--- src/hw/rtl/cdc_pkg.sv ---
package cdc_pkg;

   localparam int YEAR_BITS = 16;

   localparam int DAY_W    = 5;
   localparam int MONTH_W  = 4;
   localparam int FYEAR_W  = 16;
   localparam int COUNT_W  = 16;
   localparam int R400_W   = 9;
   localparam int ALU_W    = YEAR_BITS + MONTH_W + DAY_W;

   // A 16-bit year over 400 is below 164. The year over 16 is a 12-bit value, and
   // for those (x * 1311) >> 15 is exactly x / 25.
   localparam int QUO_W       = 8;
   localparam int RECIP_W     = 11;
   localparam int PROD_W      = FYEAR_W - 4 + RECIP_W;
   localparam int RECIP_SHIFT = 15;
   localparam logic [RECIP_W-1:0] RECIP_25 = RECIP_W'(1311);

   localparam logic [R400_W-1:0]    YEAR_PERIOD = R400_W'(400);
   localparam logic [YEAR_BITS-1:0] RESET_YEAR  = YEAR_BITS'(2000);
   localparam logic [R400_W-1:0]    RESET_R400  =
      R400_W'((2000 % (64'd1 << YEAR_BITS)) % 400);
   localparam logic [MONTH_W-1:0]   LAST_MONTH  = MONTH_W'(12);

   typedef logic [YEAR_BITS-1:0] year_type;

   typedef enum logic [1:0] {
      OP_SET     = 2'd0,
      OP_ADVANCE = 2'd1,
      OP_COMPARE = 2'd2,
      OP_NONE    = 2'd3
   } op_type;

   typedef enum logic [1:0] {
      STAT_OK        = 2'd0,
      STAT_BAD_MONTH = 2'd1,
      STAT_BAD_DAY   = 2'd2
   } status_type;

   typedef enum logic [2:0] {
      S_IDLE,
      S_SET_MOD,
      S_SET_REM,
      S_SET_CHK,
      S_ADVANCE,
      S_COMPARE,
      S_RESPOND
   } state_type;

   typedef struct packed {
      op_type               op;
      logic [DAY_W-1:0]     day_in;
      logic [MONTH_W-1:0]   month_in;
      logic [FYEAR_W-1:0]   year_in;
      logic [COUNT_W-1:0]   day_count;
   } req_type;

   typedef struct packed {
      logic [DAY_W-1:0]     day_out;
      logic [MONTH_W-1:0]   month_out;
      logic [FYEAR_W-1:0]   year_out;
      status_type           status;
      logic                 is_earlier;
   } rsp_type;

   typedef struct packed {
      logic                 borrow;
      logic [ALU_W-1:0]     diff;
   } alu_res_type;

   // Leap when divisible by 4, except centuries that are not a multiple of 400.
   function automatic logic is_leap(logic [R400_W-1:0] r400, logic [1:0] low2);
      return (low2 == 2'd0) && !(r400 inside {R400_W'(100), R400_W'(200), R400_W'(300)});
   endfunction

   function automatic logic [DAY_W-1:0] month_len(logic [MONTH_W-1:0] m, logic leap);
      logic [DAY_W-1:0] len;
      if (m == MONTH_W'(2)) begin
         len = leap ? DAY_W'(29) : DAY_W'(28);
      end else if (m inside {MONTH_W'(4), MONTH_W'(6), MONTH_W'(9), MONTH_W'(11)}) begin
         len = DAY_W'(30);
      end else begin
         len = DAY_W'(31);
      end
      return len;
   endfunction

   function automatic year_type to_year(logic [FYEAR_W-1:0] y);
      logic [YEAR_BITS+FYEAR_W-1:0] t;
      t = {{YEAR_BITS{1'b0}}, y};
      return t[YEAR_BITS-1:0];
   endfunction

   function automatic logic [FYEAR_W-1:0] from_year(year_type y);
      logic [YEAR_BITS+FYEAR_W-1:0] t;
      t = {{FYEAR_W{1'b0}}, y};
      return t[FYEAR_W-1:0];
   endfunction

endpackage

--- src/hw/rtl/cdc_alu.sv ---
module cdc_alu (
   input  logic [cdc_pkg::ALU_W-1:0] a,
   input  logic [cdc_pkg::ALU_W-1:0] b,
   output cdc_pkg::alu_res_type      res
);

   // The extra top bit of the difference is the borrow, set when a < b.
   assign {res.borrow, res.diff} = {1'b0, a} - {1'b0, b};

endmodule

--- src/hw/rtl/calendar_date_counter_unit.sv ---
// Set steps through mod, remainder and check; compare and advance run their own step,
// repeated per month boundary for advance; a bad month or unused op responds at once.
// The advance loop steps one month per cycle through the shared subtractor; set finds
// the new year modulo 400 with a reciprocal multiply and a subtract on the same unit.
// One item at a time: busy is high from accept until the result strobe.
// Synchronous reset loads 1 January 2000; results cannot be stalled.
module calendar_date_counter_unit (
   input  logic             clock,
   input  logic             reset,
   input  logic             start,
   output logic             busy,
   input  cdc_pkg::req_type req_data,
   output logic             rsp_valid,
   output cdc_pkg::rsp_type rsp_data
);

   cdc_pkg::state_type                     state_ff, state_in;
   logic [cdc_pkg::DAY_W-1:0]              cur_day_ff, cur_day_in;
   logic [cdc_pkg::MONTH_W-1:0]            cur_month_ff, cur_month_in;
   cdc_pkg::year_type                      cur_year_ff, cur_year_in;
   logic [cdc_pkg::R400_W-1:0]             r400_ff, r400_in;
   cdc_pkg::req_type                       req_ff, req_in;
   logic [cdc_pkg::R400_W-1:0]             rem_ff, rem_in;
   logic [cdc_pkg::QUO_W-1:0]              quo_ff, quo_in;
   logic [cdc_pkg::COUNT_W-1:0]            cnt_ff, cnt_in;
   cdc_pkg::status_type                    status_ff, status_in;
   logic                                   earlier_ff, earlier_in;
   logic                                   rsp_valid_ff, rsp_valid_in;
   cdc_pkg::rsp_type                       rsp_data_ff, rsp_data_in;

   logic [cdc_pkg::ALU_W-1:0]              alu_a, alu_b;
   cdc_pkg::alu_res_type                   alu_res;

   cdc_pkg::year_type                      new_year;
   logic                                   leap_cur, leap_new;
   logic [cdc_pkg::DAY_W-1:0]              len_cur, left, len_new;
   logic [cdc_pkg::DAY_W:0]                left_plus;
   logic [cdc_pkg::FYEAR_W-1:0]            set_year;
   logic [cdc_pkg::FYEAR_W-5:0]            year_div16;
   logic [cdc_pkg::PROD_W-1:0]             quo_prod;

   cdc_alu u_alu (
      .a   (alu_a),
      .b   (alu_b),
      .res (alu_res)
   );

   assign new_year   = cdc_pkg::to_year(req_ff.year_in);
   assign leap_cur   = cdc_pkg::is_leap(r400_ff, cur_year_ff[1:0]);
   assign leap_new   = cdc_pkg::is_leap(rem_ff, new_year[1:0]);
   assign len_cur    = cdc_pkg::month_len(cur_month_ff, leap_cur);
   assign len_new    = cdc_pkg::month_len(req_ff.month_in, leap_new);
   assign left       = (cur_day_ff < len_cur) ? (len_cur - cur_day_ff) : '0;
   assign left_plus  = {1'b0, left} + (cdc_pkg::DAY_W+1)'(1);
   assign set_year   = cdc_pkg::from_year(new_year);
   assign year_div16 = set_year[cdc_pkg::FYEAR_W-1:4];
   assign quo_prod   = cdc_pkg::PROD_W'(year_div16) * cdc_pkg::PROD_W'(cdc_pkg::RECIP_25);

   always_ff @(posedge clock) begin
      if (reset) begin
         state_ff     <= cdc_pkg::S_IDLE;
         cur_day_ff   <= cdc_pkg::DAY_W'(1);
         cur_month_ff <= cdc_pkg::MONTH_W'(1);
         cur_year_ff  <= cdc_pkg::RESET_YEAR;
         r400_ff      <= cdc_pkg::RESET_R400;
         rsp_valid_ff <= 1'b0;
      end else begin
         state_ff     <= state_in;
         cur_day_ff   <= cur_day_in;
         cur_month_ff <= cur_month_in;
         cur_year_ff  <= cur_year_in;
         r400_ff      <= r400_in;
         rsp_valid_ff <= rsp_valid_in;
      end
   end

   always_ff @(posedge clock) begin
      req_ff      <= req_in;
      rem_ff      <= rem_in;
      quo_ff      <= quo_in;
      cnt_ff      <= cnt_in;
      status_ff   <= status_in;
      earlier_ff  <= earlier_in;
      rsp_data_ff <= rsp_data_in;
   end

   always_comb begin
      state_in     = state_ff;
      cur_day_in   = cur_day_ff;
      cur_month_in = cur_month_ff;
      cur_year_in  = cur_year_ff;
      r400_in      = r400_ff;
      req_in       = req_ff;
      rem_in       = rem_ff;
      quo_in       = quo_ff;
      cnt_in       = cnt_ff;
      status_in    = status_ff;
      earlier_in   = earlier_ff;
      rsp_valid_in = 1'b0;
      rsp_data_in  = rsp_data_ff;
      alu_a        = '0;
      alu_b        = '0;

      case (state_ff)
         cdc_pkg::S_IDLE: begin
            if (start) begin
               req_in     = req_data;
               status_in  = cdc_pkg::STAT_OK;
               earlier_in = 1'b0;
               rem_in     = '0;
               cnt_in     = req_data.day_count;
               case (req_data.op)
                  cdc_pkg::OP_SET: begin
                     if (req_data.month_in >= cdc_pkg::MONTH_W'(1) &&
                         req_data.month_in <= cdc_pkg::LAST_MONTH) begin
                        state_in = cdc_pkg::S_SET_MOD;
                     end else begin
                        status_in = cdc_pkg::STAT_BAD_MONTH;
                        state_in  = cdc_pkg::S_RESPOND;
                     end
                  end
                  cdc_pkg::OP_ADVANCE: state_in = cdc_pkg::S_ADVANCE;
                  cdc_pkg::OP_COMPARE: state_in = cdc_pkg::S_COMPARE;
                  default:             state_in = cdc_pkg::S_RESPOND;
               endcase
            end
         end

         // The year over 400 is the year over 16 with a shift, then over 25 with
         // a reciprocal multiply.
         cdc_pkg::S_SET_MOD: begin
            quo_in   = quo_prod[cdc_pkg::RECIP_SHIFT +: cdc_pkg::QUO_W];
            state_in = cdc_pkg::S_SET_REM;
         end

         cdc_pkg::S_SET_REM: begin
            alu_a    = cdc_pkg::ALU_W'(set_year);
            alu_b    = cdc_pkg::ALU_W'(quo_ff) * cdc_pkg::ALU_W'(cdc_pkg::YEAR_PERIOD);
            rem_in   = alu_res.diff[cdc_pkg::R400_W-1:0];
            state_in = cdc_pkg::S_SET_CHK;
         end

         cdc_pkg::S_SET_CHK: begin
            if (req_ff.day_in == '0 || req_ff.day_in > len_new) begin
               status_in = cdc_pkg::STAT_BAD_DAY;
            end else begin
               cur_day_in   = req_ff.day_in;
               cur_month_in = req_ff.month_in;
               cur_year_in  = new_year;
               r400_in      = rem_ff;
            end
            state_in = cdc_pkg::S_RESPOND;
         end

         // One month per cycle: either the count lands inside this month,
         // or the rest of the month is consumed and the date rolls over.
         cdc_pkg::S_ADVANCE: begin
            alu_a = cdc_pkg::ALU_W'(cnt_ff);
            alu_b = cdc_pkg::ALU_W'(left_plus);
            if (alu_res.borrow) begin
               cur_day_in = cur_day_ff + cnt_ff[cdc_pkg::DAY_W-1:0];
               state_in   = cdc_pkg::S_RESPOND;
            end else begin
               cnt_in     = alu_res.diff[cdc_pkg::COUNT_W-1:0];
               cur_day_in = cdc_pkg::DAY_W'(1);
               if (cur_month_ff >= cdc_pkg::LAST_MONTH) begin
                  cur_month_in = cdc_pkg::MONTH_W'(1);
                  cur_year_in  = cur_year_ff + cdc_pkg::YEAR_BITS'(1);
                  // A wrap to year zero restarts the 400-year cycle as well.
                  if (cur_year_ff == '1 ||
                      r400_ff == cdc_pkg::YEAR_PERIOD - cdc_pkg::R400_W'(1)) begin
                     r400_in = '0;
                  end else begin
                     r400_in = r400_ff + cdc_pkg::R400_W'(1);
                  end
               end else begin
                  cur_month_in = cur_month_ff + cdc_pkg::MONTH_W'(1);
               end
            end
         end

         // Year, month and day concatenated compare lexicographically.
         cdc_pkg::S_COMPARE: begin
            alu_a      = {cur_year_ff, cur_month_ff, cur_day_ff};
            alu_b      = {new_year, req_ff.month_in, req_ff.day_in};
            earlier_in = alu_res.borrow;
            state_in   = cdc_pkg::S_RESPOND;
         end

         cdc_pkg::S_RESPOND: begin
            rsp_valid_in           = 1'b1;
            rsp_data_in.day_out    = cur_day_ff;
            rsp_data_in.month_out  = cur_month_ff;
            rsp_data_in.year_out   = cdc_pkg::from_year(cur_year_ff);
            rsp_data_in.status     = status_ff;
            rsp_data_in.is_earlier = earlier_ff;
            state_in               = cdc_pkg::S_IDLE;
         end

         default: state_in = cdc_pkg::S_IDLE;
      endcase
   end

   assign busy      = (state_ff != cdc_pkg::S_IDLE);
   assign rsp_valid = rsp_valid_ff;
   assign rsp_data  = rsp_data_ff;

   a_rsp_after_respond: assert property (@(posedge clock) disable iff (reset)
      rsp_valid_ff |-> $past(state_ff == cdc_pkg::S_RESPOND))
      else $error("result beat without a respond step");

   a_accept_goes_busy: assert property (@(posedge clock) disable iff (reset)
      start && !busy |=> busy)
      else $error("accepted item did not make the block busy");

   a_month_valid: assert property (@(posedge clock) disable iff (reset)
      cur_month_ff >= cdc_pkg::MONTH_W'(1) && cur_month_ff <= cdc_pkg::LAST_MONTH)
      else $error("stored month out of range");

   a_day_valid: assert property (@(posedge clock) disable iff (reset)
      cur_day_ff >= cdc_pkg::DAY_W'(1) && cur_day_ff <= len_cur)
      else $error("stored day past the end of its month");

endmodule

--- config.mk ---
export PLATFORM = sky130hd
export DESIGN_NAME = calendar_date_counter_unit
export DESIGN_NICKNAME = d
export VERILOG_FILES = /design/src/hw/rtl/cdc_pkg.sv /design/src/hw/rtl/cdc_alu.sv /design/src/hw/rtl/calendar_date_counter_unit.sv
export SDC_FILE = /design/constraint.sdc
export NUM_CORES = 1
export LEC_CHECK = 0
export ABC_AREA = 1
export BUFFER_PORTS_ARGS = -buffer_cell sky130_fd_sc_hd__buf_2
export CAP_MARGIN = 0
export CORE_MARGIN = 10
export CORE_UTILIZATION = 50
export CTS_CLUSTER_SIZE = 14
export DETAILED_ROUTE_END_ITERATION = 8
export MAX_ROUTING_LAYER = met4
export PLACE_DENSITY = 0.66
export SLEW_MARGIN = 20
export SYNTH_ARGS = -nofsm -noshare
export SYNTH_HDL_FRONTEND = slang
export SYNTH_SLANG_ARGS = --single-unit
--- constraint.sdc ---
create_clock -name clock -period 4.9 [get_ports clock]
set_input_delay 0.98 -clock clock [delete_from_list [all_inputs] [get_ports clock]]
set_output_delay 0.98 -clock clock [all_outputs]
set_load 0.05 [all_outputs]
# Word level (Yosys, flattened, before mapping)
# Cells that the tools add are included.
op_classes:
  addsub: 7
  mul: 2
  order_cmp: 5
  eq_ne: 32
  n_mux: 43
  n_reduce_logical: 32
op_table:
  columns: ["op", "n"]
  rows:
  - ["$pmux W25 S3", 2]
  - ["$mux W16", 5]
  - ["$pmux W16 S2", 2]
  - ["$mux W9", 5]
  - ["$pmux W9 S2", 2]
  - ["$eq A9 B9 Y1 const B", 3]
  - ["$sub A25 B25 Y26", 1]
  - ["$mul A12 B11 Y23 const B", 1]
  - ["$eq A9 B7 Y1 const B", 2]
  - ["$eq A9 B8 Y1 const B", 2]
  - ["$add A16 B1 Y16 const B", 1]
  - ["$eq A16 B16 Y1 const B", 1]
  - ["$eq A4 B3 Y1 const B", 4]
  - ["$eq A4 B4 Y1 const B", 4]
  - ["$mux W5", 3]
  - ["$pmux W3 S5", 1]
  - ["$mul A8 B5 Y13 const B", 1]
  - ["$mux W4", 3]
  - ["$ne A2 B2 Y1 const B", 6]
  - ["$pmux W5 S2", 1]
  - ["$reduce_and A2 Y1", 5]
  - ["$reduce_bool A2 Y1", 5]
  - ["$add A9 B1 Y9 const B", 1]
  - ["$eq A3 B3 Y1 const B", 3]
  - ["32 further kinds", 57]
word_totals:
  ff_bits: 127
  inputBits: 46
  out_inout_bits: 30
  word_cells: 140

# Longest topological paths before layout
# Gate-level depths: netlist of the first run.
logic_depth:
  ltp_word: 13
  mapped_depth: 35

# Hierarchy
# A second synthesis of the first run with hierarchy kept.
unflattened:
  cells_unflattened: 1722
  area_unflattened_um2: 12414.4
by_module_without_submodules:
  columns: ["module", "instances", "cells_each", "area_each_um2", "seq_area_each_um2"]
  rows:
  - ["calendar_date_counter_unit", 1, 1305, 10422.5, 3433.3]
  - ["cdc_alu", 1, 417, 1991.9, 0.0]

# Worst setup path before layout of the first run
# Ideal clock, no wire load.
synth_path:
  kind: "register to register"
  startpoint: "register req_ff, in the netlist new_year[14]"
  endpoint: "register quo_ff[7] (netlist bit) (data pin)"
  setup_ns: 0.252
  arrival_ns: 4.013
  required_ns: 4.648
  slack_ns: 0.634
  path_stages_with_launch: 17
  n_path_buf: 0
  cell_sequence: "edfxtp_1 > fa_1 > ha_1 > inv_1 > fa_1 > fa_1 > inv_1 > fa_1 > ha_1 > nand2_1 > inv_1 > a21boi_0 > nand2_1 > a211oi_1 > nand2_1 > nand2_1 > nand2_1"
synth_via:
  elab_chain_len: 1
synth_rtl:
  columns: ["item", "line", "source"]
  rows:
  - ["start: declaration", "calendar_date_counter_unit.sv:22", "cdc_pkg::req_type req_ff, req_in;"]
  - ["start signal: assignment", "calendar_date_counter_unit.sv:78", "req_ff <= req_in;"]
  - ["$mul A12 B11 Y23", "calendar_date_counter_unit.sv:57", "assign quo_prod = cdc_pkg::PROD_W'(year_div16) * cdc_pkg::PROD_W'(cdc_pkg::RECIP_25);"]
  - ["net quo_prod, one bit", "calendar_date_counter_unit.sv:40", "logic [cdc_pkg::PROD_W-1:0] quo_prod;"]
  - ["end signal: assignment", "calendar_date_counter_unit.sv:80", "quo_ff <= quo_in;"]
  - ["end: declaration", "calendar_date_counter_unit.sv:24", "logic [cdc_pkg::QUO_W-1:0] quo_ff, quo_in;"]
# The timed path passes the listed nets, and every way through them passes these cells.
# A chain may end at the register's enable or synchronous reset.

# Final worst setup path of the first run
layout_path:
  startpoint: "register req_ff, in the netlist new_year[13]"
  endpoint: "register quo_ff[4] (netlist bit) (data pin)"
# Same word-level chain as after synthesis.

==> impl_metrics.toml, run 1 <==
[run_status]
status = "finished clean"

[finish]
syn_to_final_growth_pct = 13.73
nets = 1771
n_antenna_cell = 0
drive_above_1_share_pct = 12.26
final_cells = 1813

[timing]
setup_viol = 0
skew_ns = 0.01493
tightest_slew_ns = 0.9811
setup_slack_ns = 0.2771
final.period_utilization_pct = 94.34
max_freq_mhz = 216.3
fin_setup_tns_ns = 0
rsz0062_at_grt = "no"
finalCriticalPeriod_ns = 4.623
finalHoldViolCount = 0
maxSlewHeadroom_pct = 34.53
holdWs_ns = 0.4313
slew_viol_final = 0

[synth]
yosysSeqAreaShare_pct = 30.48
synth_top_area_share_pct = 23.72
async_flop_share_pct = 0
synth_flop_cell = "edfxtp_1"
synth_edf_count = 89
syn_inst = 1411
synth_area_leaders = "edfxtp_1 (24%), ha_1 (17%), nand2_1 (11%), fa_1 (8.5%), inv_1 (7.4%)"
ys_warn_count = 0
synth_common_cells = "nand2_1 (325), inv_1 (221), ha_1 (157)"
synth_cell_types = 50
synth_seq_cells = 127
yosysTopAreaCell = "edfxtp_1"
synth_area_mm2 = 0.01127
synth.avg_cell_area_um2 = 7.984
yosysMostFrequentCell = "nand2_1"
syn-num-nets = 1662

[hold_path]
whs_path_depth = 0
min_to = "rsp_data[1]$_DFFE_PP_"
hp-start = "status_ff[0]$_SDFFCE_PP0P_"
hold_path_class = "reg -> reg"

[route]
drc_errors = 0
routed_via_density = 5.327
ant_nets = 0
route.final.wire_length_mm = 30.07
wl_met1_mm = 13.72
routed.top_layer = "met4"
route.met2.wl_mm = 14.19
wire_per_inst_um = 16.58
drt_iter0_drc = 638
route.met3.wl_mm = 1.747
drt_first_pass_iters = 5
vias = 9658

[flow_run]
maxCapViolCount = 0

[die]
initial_core_util_pct = 51.15
die_h_um = 170.1
io_pins = 76
die_x_um = 170.1
dieArea_mm2 = 0.02894
num_rows = 54
coreArea_mm2 = 0.02203

[worst_setup_path]
crit_type = "reg -> reg"
crit_required_ns = 5.08
rrSetupSlack_ns = 0.28
path_max_fanout = 9
cp.arrival_ns = 4.81
r2r-end = "quo_ff[4]$_DFFE_PP_"
start_kind = "flip-flop"
r2r-start = "new_year[13]$_DFFE_PP_"
reg2reg_depth = 14
end_kind = "flip-flop"

[clocking]
cts_tree = "yes"
clk_path_buf_depth = 2
cts_max_level = 4
hold_buffers = 0
cts.sinks = 127
clk_pin_slew_ns = 0.06
clockRootBuffer = "clkbuf_16"
clk_latency_ns = 0.43
numCtsBuffers = 17

[global_routing]
grt_usage_pct = 21.42
antenna_found_initial = 0
grt_pass1_vias = 9272
grt_max_degree = 36
grt_overflow = 0
grt_pass1_wl_mm = 48.11

[place]
place_congestion = 0.9312
dp_worst_setup_slack_ns = 0.2278
portBuffers = 75
dpl.hpwl_mm = 23.73
dp.cells = 1757
-- cells in the final DEF (no fill, tap or decap), drive strengths merged, types with 3 or more instances in the layout --
cell type	n
or2	4
buf	122
a31oi	8
dfxtp	38
nor2	143
o22ai	10
fa	48
nor3	18
xor2	20
edfxtp	89
nand4	33
nand2	330
ha	157
xnor2	7
clkbuf	17
o21ai	69
a22oi	6
nand3	73
o221ai	7
o211ai	6
o21bai	9
clkinvlp	4
a21o	3
a21oi	55
inv	236
-- cell families (layout without fill, tap and decap cells) --
group / count (synthesis) / in the layout / share of synthesized area, %
and+or+nand+nor: 606 / 607 / 22.66
buffers and inverters: 259 / 380 / 9.096
adders and majority gates: 205 / 205 / 25.97
AOI/OAI and AO/OA: 187 / 187 / 9.707
DFF: 127 / 127 / 30.48
xor gates and xnor gates: 27 / 27 / 2.099
-- sequential cells by signal, summed over array words and instances, names as in the netlist --
signal        flops
rsp_data         28
cnt_ff           16
cur_year_ff      16
new_year         16
r400_ff           9
rem_ff            9
req_ff            9
quo_ff            8
cur_day_ff        5
cur_month_ff      4
state_ff          3
status_ff         2
earlier_ff        1
rsp_valid         1
-- repair_timing --
action | in CTS | in global routing
buffers inserted | 0 | 23
resized for setup | 0 | 18
endpoints found under the setup margin | 0 | 56
-- worst max-delay path, stage by stage, from the launching register on --
cell and delay [ns]:
edfxtp_1 0.55, buf_4 0.21, fa_1 0.46, ha_1 0.31, fa_1 0.47, fa_1 0.51, fa_1 0.49, ha_1 0.33
nand2_1 0.12, nor2_1 0.15, nand4_1 0.09, o21ai_0 0.41, nand2_1 0.12, nand3_1 0.09, nand2_1 0.06
-- how the worst max path moves through the flow --
stage	from	cells after the start	end	slack, ns
after floorplan	new_year[14]$_DFFE_PP_	16	quo_ff[7]$_DFFE_PP_	0.63
after global placement	new_year[13]$_DFFE_PP_	15	quo_ff[4]$_DFFE_PP_	0.27
after detailed placement	quo_ff[3]$_DFFE_PP_	25	cnt_ff[13]$_DFFE_PP_	0.23
after CTS	quo_ff[3]$_DFFE_PP_	25	cnt_ff[5]$_DFFE_PP_	0.22
after global routing	new_year[12]$_DFFE_PP_	15	quo_ff[4]$_DFFE_PP_	0.00006
final	new_year[13]$_DFFE_PP_	14	quo_ff[4]$_DFFE_PP_	0.28
-- cell type report --
type | instances | area, um2
inverters | 226 | 848.3
multi-input cells | 1026 | 6860
clock inverters | 15 | 143.9
repair buffers | 122 | 748.2
flip-flops and latches | 127 | 3436
clock buffers | 17 | 425.4
fillers | 2053 | 9214
well taps | 280 | 350.3
-- per-stage QoR --
| stage | instance area, um2 | util, % |
|---|---|---|
| floorplan | 11270 | - |
| global placement | 12000 | 54.48 |
| detailed placement | 12000 | 54.48 |
| CTS | 12570 | 57.07 |
| global route | 12810 | 58.17 |
| finish | 12810 | 58.17 |
-- layer usage --
| metal | vias to the layer above | track usage (%) |
|---|---|---|
| met1 | 4486 | 27.99 |
| met3 | 26 | 3.170 |
| li1 | 4893 | - |
| met4 | 0 | 5.416 |
| met5 | - | - |
| met2 | 253 | 34.26 |
Power of run 1 is not shown: default switching activity piles up to over one toggle a cycle in this logic, so the estimate is an artifact.
==> run 2: changes to the inputs <==
CORE_ASPECT_RATIO = 0.5   (was not set)
==> impl_metrics.toml, run 2 (synthesis gave the netlist of run 1 again) <==
[worst_setup_path]
crit_top_cell = "nand2_1"
critPathMaxStageDelay_ns = 0.50
start_kind = "flip-flop"
crit_required_ns = 5.27
cp.arrival_ns = 4.95
crit_type = "reg -> reg"
path_max_fanout = 17
slowest_stage = "fa_1"
end_kind = "flip-flop"

[timing]
setup_viol = 0
max_freq_mhz = 218.5
skew_ns = 0.009283
finalCriticalPeriod_ns = 4.576
slew_viol_final = 0
finalHoldViolCount = 0
maxSlewHeadroom_pct = 30.13
tightest_slew_ns = 1.042
final.period_utilization_pct = 93.39

[die]
die_x_um = 232.3
coreArea_mm2 = 0.02192
dieArea_mm2 = 0.02930
num_rows = 38
initial_core_util_pct = 51.40
io_pins = 76
die_h_um = 126.1

[flow_run]
maxCapViolCount = 0

[clocking]
clk_pin_slew_ns = 0.06
clk_path_buf_depth = 2
clockRootBuffer = "clkbuf_16"
cts_tree = "yes"
numCtsBuffers = 17
clk_latency_ns = 0.44
cts.sinks = 127
hold_buffers = 0
cts_max_level = 4

[finish]
mostFrequentLayoutCells = "nand2_1 (325), inv_1 (220), ha_1 (157)"
n_antenna_cell = 0
drive_above_1_share_pct = 10.50
nets = 1752
largest_register_ffs = 28
layout_commonest_cell = "nand2_1"
final_core_util_pct = 57.72
syn_to_final_growth_pct = 12.31

[global_routing]
grt_usage_pct = 22.58
antenna_found_initial = 0
grt_max_degree = 35
grt_pass1_vias = 9526
grt_overflow = 0
grt_pass1_wl_mm = 50.92

[route]
drc_errors = 0
wire_per_inst_um = 17.69
drt_first_pass_iters = 6
vias = 9952
route.final.wire_length_mm = 32.08
ant_nets = 0
drt_iter0_drc = 774
routed_via_density = 5.486

[run_status]
status = "finished clean"

[place]
portBuffers = 75
place_congestion = 1.029
dpl.hpwl_mm = 25.42

[hold_path]
hold_path_class = "reg -> reg"
## run 2: path summary, 6_finish.rpt
| check | start | cells after the start | endpoint | slack, ns |
|---|---|---|---|---|
| setup / recovery | quo_ff[3]$_DFFE_PP_ | 28 | r400_ff[8]$_SDFFE_PP0P_ | 0.32 |
| hold / removal | status_ff[1]$_SDFFCE_PP1P_ | 0 | rsp_data[2]$_DFFE_PP_ | 0.43 |
| setup reg to reg | quo_ff[3]$_DFFE_PP_ | 28 | r400_ff[8]$_SDFFE_PP0P_ | 0.32 |
| hold reg to reg | status_ff[1]$_SDFFCE_PP1P_ | 0 | rsp_data[2]$_DFFE_PP_ | 0.43 |
## run 2: layout make-up
cell class	count	area (um2)
clock buffer	17	425.4
tap	300	375.4
multi-input combinational	1028	6872
clock inverter	15	120.1
timing repair buffer	101	578.1
sequential	127	3433
inverter	226	848.3
fill	2044	9266
## run 2: worst max-delay path, delay by kind of cell (launching register included)
family | cells | cell delay (ns)
compound gates | 5 | 0.63
fa+ha+maj | 5 | 1.78
buf+inv | 4 | 0.40
flops | 1 | 0.44
simple gates | 14 | 1.25
## run 2: through the flow
step	hold slack (ns)	worst slack (ns)	setup TNS, ns	instance area [um2]	instances
2_1_floorplan	0.4003	0.6343	0	11270	1411
3_3_place_gp	0.4044	0.3474	0	12030	1778
3_5_place_dp	0.4217	0.2039	0	12030	1778
4_1_cts	0.4361	0.1811	0	12580	1810
5_1_grt	0.4490	-0.0009668	-0.0009668	12650	1814
6_report	0.4348	0.3237	0	12650	1814
## run 2: what timing repair did
action / CTS / global route
resized for setup: 0 / 7
setup buffers: 0 / 1
endpoints found under the hold margin: 0 / 0
endpoints found under the setup margin: 0 / 45
## run 2: per-layer routing
layer,wire (um),up-vias,track usage (%)
met1,14400,4720,29.45
met5,0,-,-
met4,612,0,6.763
met2,14560,339,34.69
met3,2517,41,4.706
li1,-,4852,-
Power of run 2 is left out for the same reason.
==> run 3: changes to the inputs <==
SYNTH_HIERARCHICAL = 1   (was not set)
==> impl_metrics.toml, run 3 <==
[run_status]
status = "finished clean"

[clocking]
clk_latency_ns = 0.45
cts.sinks = 127
numCtsBuffers = 17
clockRootBuffer = "clkbuf_16"
cts_tree = "yes"
clk_path_buf_depth = 2
cts_max_level = 4
clk_pin_slew_ns = 0.06

[worst_setup_path]
crit_top_cell = "nand2_1"
start_kind = "flip-flop"
crit_required_ns = 5.24
slowest_stage = "fa_2"
crit_type = "reg -> reg"
end_kind = "flip-flop"
path_max_fanout = 8
cp.arrival_ns = 4.92
critPathMaxStageDelay_ns = 0.47

[die]
die_x_um = 237.2
io_pins = 76
coreArea_mm2 = 0.02298
initial_core_util_pct = 51.32
dieArea_mm2 = 0.03051
num_rows = 39
die_h_um = 128.6

[timing]
setup_viol = 0
finalCriticalPeriod_ns = 4.587
maxSlewHeadroom_pct = 28.74
tightest_slew_ns = 1.068
finalHoldViolCount = 0
holdWs_ns = 0.4241
final.period_utilization_pct = 93.61
skew_ns = 0.01086
max_freq_mhz = 218.0
slew_viol_final = 0

[global_routing]
grt_pass1_vias = 9975
grt_pass1_wl_mm = 53.52
grtUsageMet3_pct = 4.164
grt-busiest-layer = "met2"
grtUsageMet2_pct = 35.79
grt_usage_pct = 22.89
grt_util_met1_pct = 29.67
grt_overflow = 0
grt_max_degree = 54
antenna_found_initial = 0

[synth]
syn-num-nets = 1821
syn_inst = 1570
ys_warn_count = 6
synth_area_mm2 = 0.01180
synth.avg_cell_area_um2 = 7.513

[route]
drt_first_pass_iters = 5
drt_iter0_drc = 843
drc_errors = 0
vias = 10570
ant_nets = 0
wire_per_inst_um = 17.30
routed_via_density = 5.310
route.final.wire_length_mm = 34.42

[finish]
drive_above_1_share_pct = 11.41
n_antenna_cell = 0
stdcell_area_mm2 = 0.01340
mostFrequentLayoutCells = "nand2_1 (404), inv_1 (316), ha_1 (152)"
nets = 1921
syn_to_final_growth_pct = 13.62
final_cells = 1990
layout_commonest_cell = "nand2_1"
largest_register_ffs = 28

[place]
placed_area_mm2 = 0.01264
dpl.hpwl_mm = 27.58
place_congestion = 0.9760
dp.cells = 1949
portBuffers = 75

[flow_run]
maxCapViolCount = 0

[hold_path]
hold_path_class = "reg -> reg"
[run 3: worst max-delay path, delay by kind of cell (launching register included)]
kind,cells,cell delay (ns)
flip-flops,1,0.37
adder cells (fa/ha/maj),4,1.25
buffers and inverters,7,0.61
AND/OR/NAND/NOR,22,1.90
AO/OA/AOI/OAI,2,0.30
[run 3: path summary, 6_finish.rpt]
path | startpoint | to | slack, ns | cells after the start
max | r400_ff[4]$_SDFFE_PP0P_ | cur_year_ff[15]$_SDFFE_PP0P_ | 0.31 | 35
min | earlier_ff$_SDFFCE_PN0P_ | rsp_data[0]$_DFFE_PP_ | 0.42 | 0
max reg2reg | r400_ff[4]$_SDFFE_PP0P_ | cur_year_ff[15]$_SDFFE_PP0P_ | 0.31 | 35
min reg2reg | earlier_ff$_SDFFCE_PN0P_ | rsp_data[0]$_DFFE_PP_ | 0.42 | 0
[run 3: per-layer routing]
| metal | up-vias | routed length [um] |
|---|---|---|
| met5 | - | 0 |
| met4 | 0 | 750 |
| met3 | 55 | 2546 |
| met2 | 352 | 15580 |
| met1 | 4963 | 15550 |
| li1 | 5197 | - |
[run 3: metrics by stage]
| step | setup WS, ns | setup TNS, ns | utilization, % |
|---|---|---|---|
| 6_report | 0.3132 | 0 | 58.31 |
| 5_1_grt | -0.01154 | -0.01154 | 58.31 |
| 4_1_cts | 0.02182 | 0 | 57.53 |
| 3_5_place_dp | 0.03681 | 0 | 54.98 |
| 3_3_place_gp | 0.1085 | 0 | 54.98 |
| 2_1_floorplan | 0.6540 | 0 | - |
[run 3: final cells by class]
cell class	instances	area (um2)
timing repair buffer	110	663.1
fill	2148	9582
clock buffer	18	429.2
clock inverter	14	157.7
tap	307	384.1
sequential	127	3435
inverter	321	1212
multi-input combinational	1093	7121
[run 3: repair_timing]
action / in CTS / in global routing
setup endpoints to repair: 0 / 50
buffers inserted: 0 / 9
hold buffers: 0 / 0
hold endpoints to repair: 0 / 0
resized for setup: 0 / 24
Power of run 3 is left out for the same reason.
